## config.mk

```make
export PLATFORM = sky130hd
export DESIGN_NAME = arpc_cell
export DESIGN_NICKNAME = d
export VERILOG_FILES = /design/src/arpc_pkg.sv /design/src/arpc_cell.sv
export SDC_FILE = /design/constraint.sdc
export NUM_CORES = 1
export LEC_CHECK = 0
export BUFFER_PORTS_ARGS = -buffer_cell sky130_fd_sc_hd__buf_2
export CORE_UTILIZATION = 35
export CTS_CLUSTER_DIAMETER = 100
export DETAILED_ROUTE_END_ITERATION = 8
export PLACE_DENSITY = 0.66
export SYNTH_ARGS = -nofsm -noshare
export SYNTH_HDL_FRONTEND = slang
export SYNTH_SLANG_ARGS = --single-unit
```

## constraint.sdc

```tcl
create_clock -name clk -period 9.6 [get_ports clk]
set_input_delay 0.48 -clock clk [delete_from_list [all_inputs] [get_ports clk]]
set_output_delay 0.48 -clock clk [all_outputs]
set_load 0.02 [all_outputs]
```

## src/arpc_pkg.sv

```systemverilog
// ----------------------------------------------------------------------------
// arpc_pkg
// Shared types and constants of the ARP cache: field widths, the request
// broadcast to every cell, the token that walks the cell chain and the
// end-of-pass commit.
// ----------------------------------------------------------------------------
package arpc_pkg;

  localparam int CACHE_DEPTH_DEF = 128;

  localparam int IP_W   = 32;
  localparam int MAC_W  = 48;
  localparam int TIME_W = 32;
  localparam int AGE_W  = 16;

  localparam logic [AGE_W-1:0] AGE_RESET = AGE_W'(10);

  // request kinds
  localparam logic REQ_LOOKUP = 1'b0;
  localparam logic REQ_INSERT = 1'b1;

  // request held at the top and seen by every cell
  typedef struct packed {
    logic              req_type;
    logic [IP_W-1:0]   ip;
    logic [MAC_W-1:0]  mac;
    logic [TIME_W-1:0] now;
    logic [AGE_W-1:0]  max_age;
  } req_t;

  // token handed from cell to cell, one cell per cycle
  typedef struct packed {
    logic             active;
    logic             found;
    logic [MAC_W-1:0] mac_out;
    logic             matched;
    logic             claimed;
  } tok_t;

  // end of pass, broadcast to every cell
  typedef struct packed {
    logic done;
    logic write;
  } commit_t;

  // one result item
  typedef struct packed {
    logic             found;
    logic [MAC_W-1:0] mac_out;
    logic             insert_ok;
  } result_t;

endpackage

```

## src/arpc_cell.sv

```systemverilog
// ----------------------------------------------------------------------------
// arpc_cell
// One cache entry. Ages, matches and updates itself when the token passes,
// then hands the token on to the next cell. An insert that finds no
// matching address tentatively claims the first free entry; the claim is
// made good or dropped by the commit at the end of the pass.
// ----------------------------------------------------------------------------
module arpc_cell (
  input  logic              clk,
  input  logic              rst,
  input  arpc_pkg::req_t    req,
  input  arpc_pkg::commit_t commit,
  input  arpc_pkg::tok_t    tok_in,
  output arpc_pkg::tok_t    tok_out
);
  import arpc_pkg::*;

  logic [IP_W-1:0]   ip;
  logic [MAC_W-1:0]  mac;
  logic [TIME_W-1:0] stamp;
  logic              valid;
  logic              pending;

  logic [TIME_W-1:0] age;
  logic              expired;
  logic              valid_aged;
  logic              ip_eq;
  logic              hit;
  logic              take;
  logic              claim;
  logic              is_insert;
  tok_t              tok_next;

  // aging and matching against the broadcast request
  always_comb begin
    age        = req.now - stamp;
    expired    = age > {{(TIME_W-AGE_W){1'b0}}, req.max_age};
    valid_aged = valid && !expired;
    ip_eq      = ip == req.ip;
    is_insert  = req.req_type == REQ_INSERT;
    hit        = !is_insert && valid_aged && ip_eq;
    take       = is_insert && ip_eq && !tok_in.matched;
    claim      = is_insert && !valid_aged && !tok_in.claimed;
  end

  // token update for the next cell
  always_comb begin
    tok_next         = tok_in;
    tok_next.found   = tok_in.found || hit;
    tok_next.mac_out = (!tok_in.found && hit) ? mac : tok_in.mac_out;
    tok_next.matched = tok_in.matched || take;
    tok_next.claimed = tok_in.claimed || claim;
  end

  // entry control state
  always_ff @(posedge clk) begin
    if (rst) begin
      ip      <= '0;
      valid   <= 1'b0;
      pending <= 1'b0;
    end else if (commit.done) begin
      pending <= 1'b0;
      if (commit.write && pending) begin
        ip    <= req.ip;
        valid <= 1'b1;
      end
    end else if (tok_in.active) begin
      if (take) begin
        valid <= 1'b1;
      end else begin
        valid <= valid_aged;
        if (claim) begin
          pending <= 1'b1;
        end
      end
    end
  end

  // entry payload, written on a match or a tentative claim
  always_ff @(posedge clk) begin
    if (tok_in.active && (take || claim)) begin
      mac   <= req.mac;
      stamp <= req.now;
    end
  end

  // hand the token on
  always_ff @(posedge clk) begin
    if (rst) begin
      tok_out <= '0;
    end else begin
      tok_out <= tok_in.active ? tok_next : '0;
    end
  end

  // a claimed entry stays invalid until the commit
  a_pending_invalid: assert property (@(posedge clk) disable iff (rst)
    pending |-> !valid)
    else $error("claimed entry is valid");

  // at most one entry is matched in one pass
  a_single_take: assert property (@(posedge clk) disable iff (rst)
    (tok_in.active && tok_in.matched) |-> !take)
    else $error("second match taken in one pass");

  // a pending claim is cleared at the end of every pass
  a_claim_cleared: assert property (@(posedge clk) disable iff (rst)
    commit.done |=> !pending)
    else $error("claim survived end of pass");

endmodule

```

==> impl_metrics.ini <==
[logic_synthesis]
synthXorXnorAreaFrac_pct = 5.30
seq_area_frac_synth_pct = 49.9
synthDominantCellAreaShare_pct = 29.1
synth_compound_area_share_pct = 12.3
synth_top_area_cell = edfxtp_1
synth.area.mux_share_pct = 6.92
synth_cell_types = 63
async_flop_share_pct = 0
ys_top_cells_by_area = edfxtp_1, dfxtp_1, ha_1
yosysWarnings = 0
synth-edff-count = 80
ys.flop_type = dfxtp_1
synth_top_family_by_area = simple AND/OR/NAND/NOR gates
synthAdderAreaFrac_pct = 7.36
avgSynthCellArea_um2 = 9.93
syn_nets = 1065
syn_area_um2 = 8260
syn-instance-count = 832
yosys.area_share.simple_pct = 13.7
yosys_register_bits = 166

[clocking]
clkSinkCount = 166
htreeDepth = 4
cts.clk_slew.worst_paths_ns = 0.08
cts_buffer_depth = 2
cts_setup_buffers = 0
cts_resized = 0
cts_tree = yes
hold_buffers = 0
root_buffer = clkbuf_16
insertion_delay_ns = 0.43
cts_buffers = 17

[critical_path]
crit_arrival_ns = 6.02
crit_path_end_kind = register
required_ns = 9.66
path_cells = ha_1 > fa_1 > nand2b_1 > a21oi_1 > o211ai_1 > a211o_1 > nor2b_1 > xnor2_1 > ha_1 > nand4_1 > or4_1 > o221ai_1 > o21ai_0 > o41a_1 > nand4_1 > or3_1 > nand2_1 > o22ai_4 > buf_4
crit_family = compound AO/OA/AOI/OAI gates
worstSetupPathType = reg2reg
cp_num_buf_inv = 1
cp_slowest_cell = o22ai_4
max_stage_delay_ns = 0.82
start_kind = register
worstPathMaxFanout = 50

[finish]
layout_common_cells = buf_2, nand2_1, dfxtp_1, nor2_1
area_delta_synth_final_pct = 24.8
finalNetCount = 1291
drive_above_1_share_pct = 26.3
layout_commonest_cell = buf_2
multi_input_area_um2 = 3790
nFillCells = 2231
regArea_um2 = 4120

[run]
maxCapViolations = 0

[sta]
fin_ws_ns = 3.64
hold_viol_final = 0
finClkSkew_ns = 0.0144
slew_headroom_pct = 18.9
tns_ns = 0
whs_ns = 0.223
post-route-period-util_pct = 62.1
tightest_slew_ns = 1.22
finalCriticalPeriod_ns = 5.96
grt_setup_unrepaired = no
setup_violations = 0
clock.fmax_ghz = 0.168
slew_viol_final = 0

[global_routing]
antenna_found_initial = 1
grt_pass1_vias = 6341
grt_max_degree = 53
grt_pass1_wl_mm = 32.6
grt.overflow.total = 0
grt_usage_pct = 17.3

[placed_design]
globalplace.congestion = 0.872
dp_hpwl_mm = 15.8
io_buffers = 236
pre_cts_ws_ns = 3.38

[drt]
drtIter0Drc = 412
drc = 0
wl_mm = 20.9
num_vias = 6695
firstDrtPassIters = 5
wl_per_cell_um = 15.1
vias_per_cell = 4.83
drtAntennaViolNets = 0

[power]
finalPower_uw = 1720
vdd_drop_max_mv = 0.0971
leakagePower_uw = 0.00484
p_per_area_nw_per_um2 = 167

[die]
ios = 237
dieArea_um2 = 24200
die_w_um = 156
start_util_pct = 36.1
core_um2 = 22900
row_count = 55
die_h_um = 156

[min_path]
hold_path.class = in2reg

[status]
status = complete, no violations
==> registers in the layout, summed over array words and instances, names as in the netlist <==
register	flops
stamp	32
ip	32
pending	1
tok_out	52
mac	48
valid	1
==> worst register-to-register path, cell delays in order, from the launching register on <==
cell and delay, ns:
edfxtp_1 0.38, ha_1 0.22, fa_1 0.41, nand2b_1 0.18, a21oi_1 0.23, o211ai_1 0.16, a211o_1 0.37, nor2b_1 0.16
xnor2_1 0.13, ha_1 0.28, nand4_1 0.12, or4_1 0.45, o221ai_1 0.18, o21ai_0 0.16, o41a_1 0.14, nand4_1 0.12
or3_1 0.19, nand2_1 0.14, o22ai_4 0.82, buf_4 0.69
==> per-stage QoR <==
stage / instance area, um2 / util (%) / cells
global route: 10300 / 45.0 / 1385
global placement: 9720 / 42.4 / 1352
finish: 10300 / 45.0 / 1385
floorplan: 8260 / - / 832
detailed placement: 9720 / 42.4 / 1352
CTS: 10300 / 45.0 / 1384
==> power by group <==
group          internal [uW]  total, uW  switching, uW
logic                    114        269            155
clock network            348        672            324
registers                769        776           7.02
total                   1230       1720            486
==> synthesized netlist by cell type, types with 3 or more instances <==
master	instances
a21oi_1	80
nand2_1	107
o211ai_1	8
or4_1	3
clkbuf_1	22
a21o_1	6
nand4_1	15
ha_1	47
nor4_1	8
nand2b_1	6
xor2_1	40
a211oi_1	3
nor2_1	81
edfxtp_1	80
a211o_1	3
buf_2	6
o21ai_1	3
and2_1	3
dfxtp_1	86
buf_6	3
mux2i_1	56
o21bai_1	4
nor3_1	9
nor3b_1	3
o21a_1	4
a31oi_1	4
o21ai_0	27
nor2b_1	3
xnor2_1	10
inv_1	58
nand3_1	5
==> metal layers <==
metal  GRT usage, %  up-vias  share of wire [%]  wire length, um
li1               -     3375                  -                -
met1           22.1     3090                 46             9510
met2           29.4      215                 48             9910
met3           3.83       15                5.8             1210
met4           4.90        0                1.1              231
met5              0        -                  0                0
==> area by class of cell <==
cell class / instances / area share [%]
diodes: 1 / 0.0243
flip-flops and latches: 166 / 40.0
clock inverters: 15 / 1.54
well taps: 313 / 3.80
multi-input cells: 576 / 36.7
repair buffers: 239 / 11.7
clock buffers: 17 / 4.13
inverters: 58 / 2.11
==> cells by family after synthesis <==
logic type	Yosys count
buffers and inverters	90
XOR/XNOR	50
flip-flops	166
adder cells (fa/ha/maj)	48
multiplexers	57
AO/OA/AOI/OAI	166
AND/OR/NAND/NOR	255
==> worst paths after layout <==
check,depth (start not counted),slack [ns],end,start
worst max-delay path,19,3.64,stamp[24]$_DFFE_PP_,stamp[0]$_DFFE_PP_
worst min-delay path,1,0.22,mac[11]$_DFFE_PP_,req[59]
worst max register to register,19,3.64,stamp[24]$_DFFE_PP_,stamp[0]$_DFFE_PP_
worst min register to register,2,0.47,ip[29]$_SDFFE_PP0P_,ip[29]$_SDFFE_PP0P_
Power figures use the tool's default switching activity.
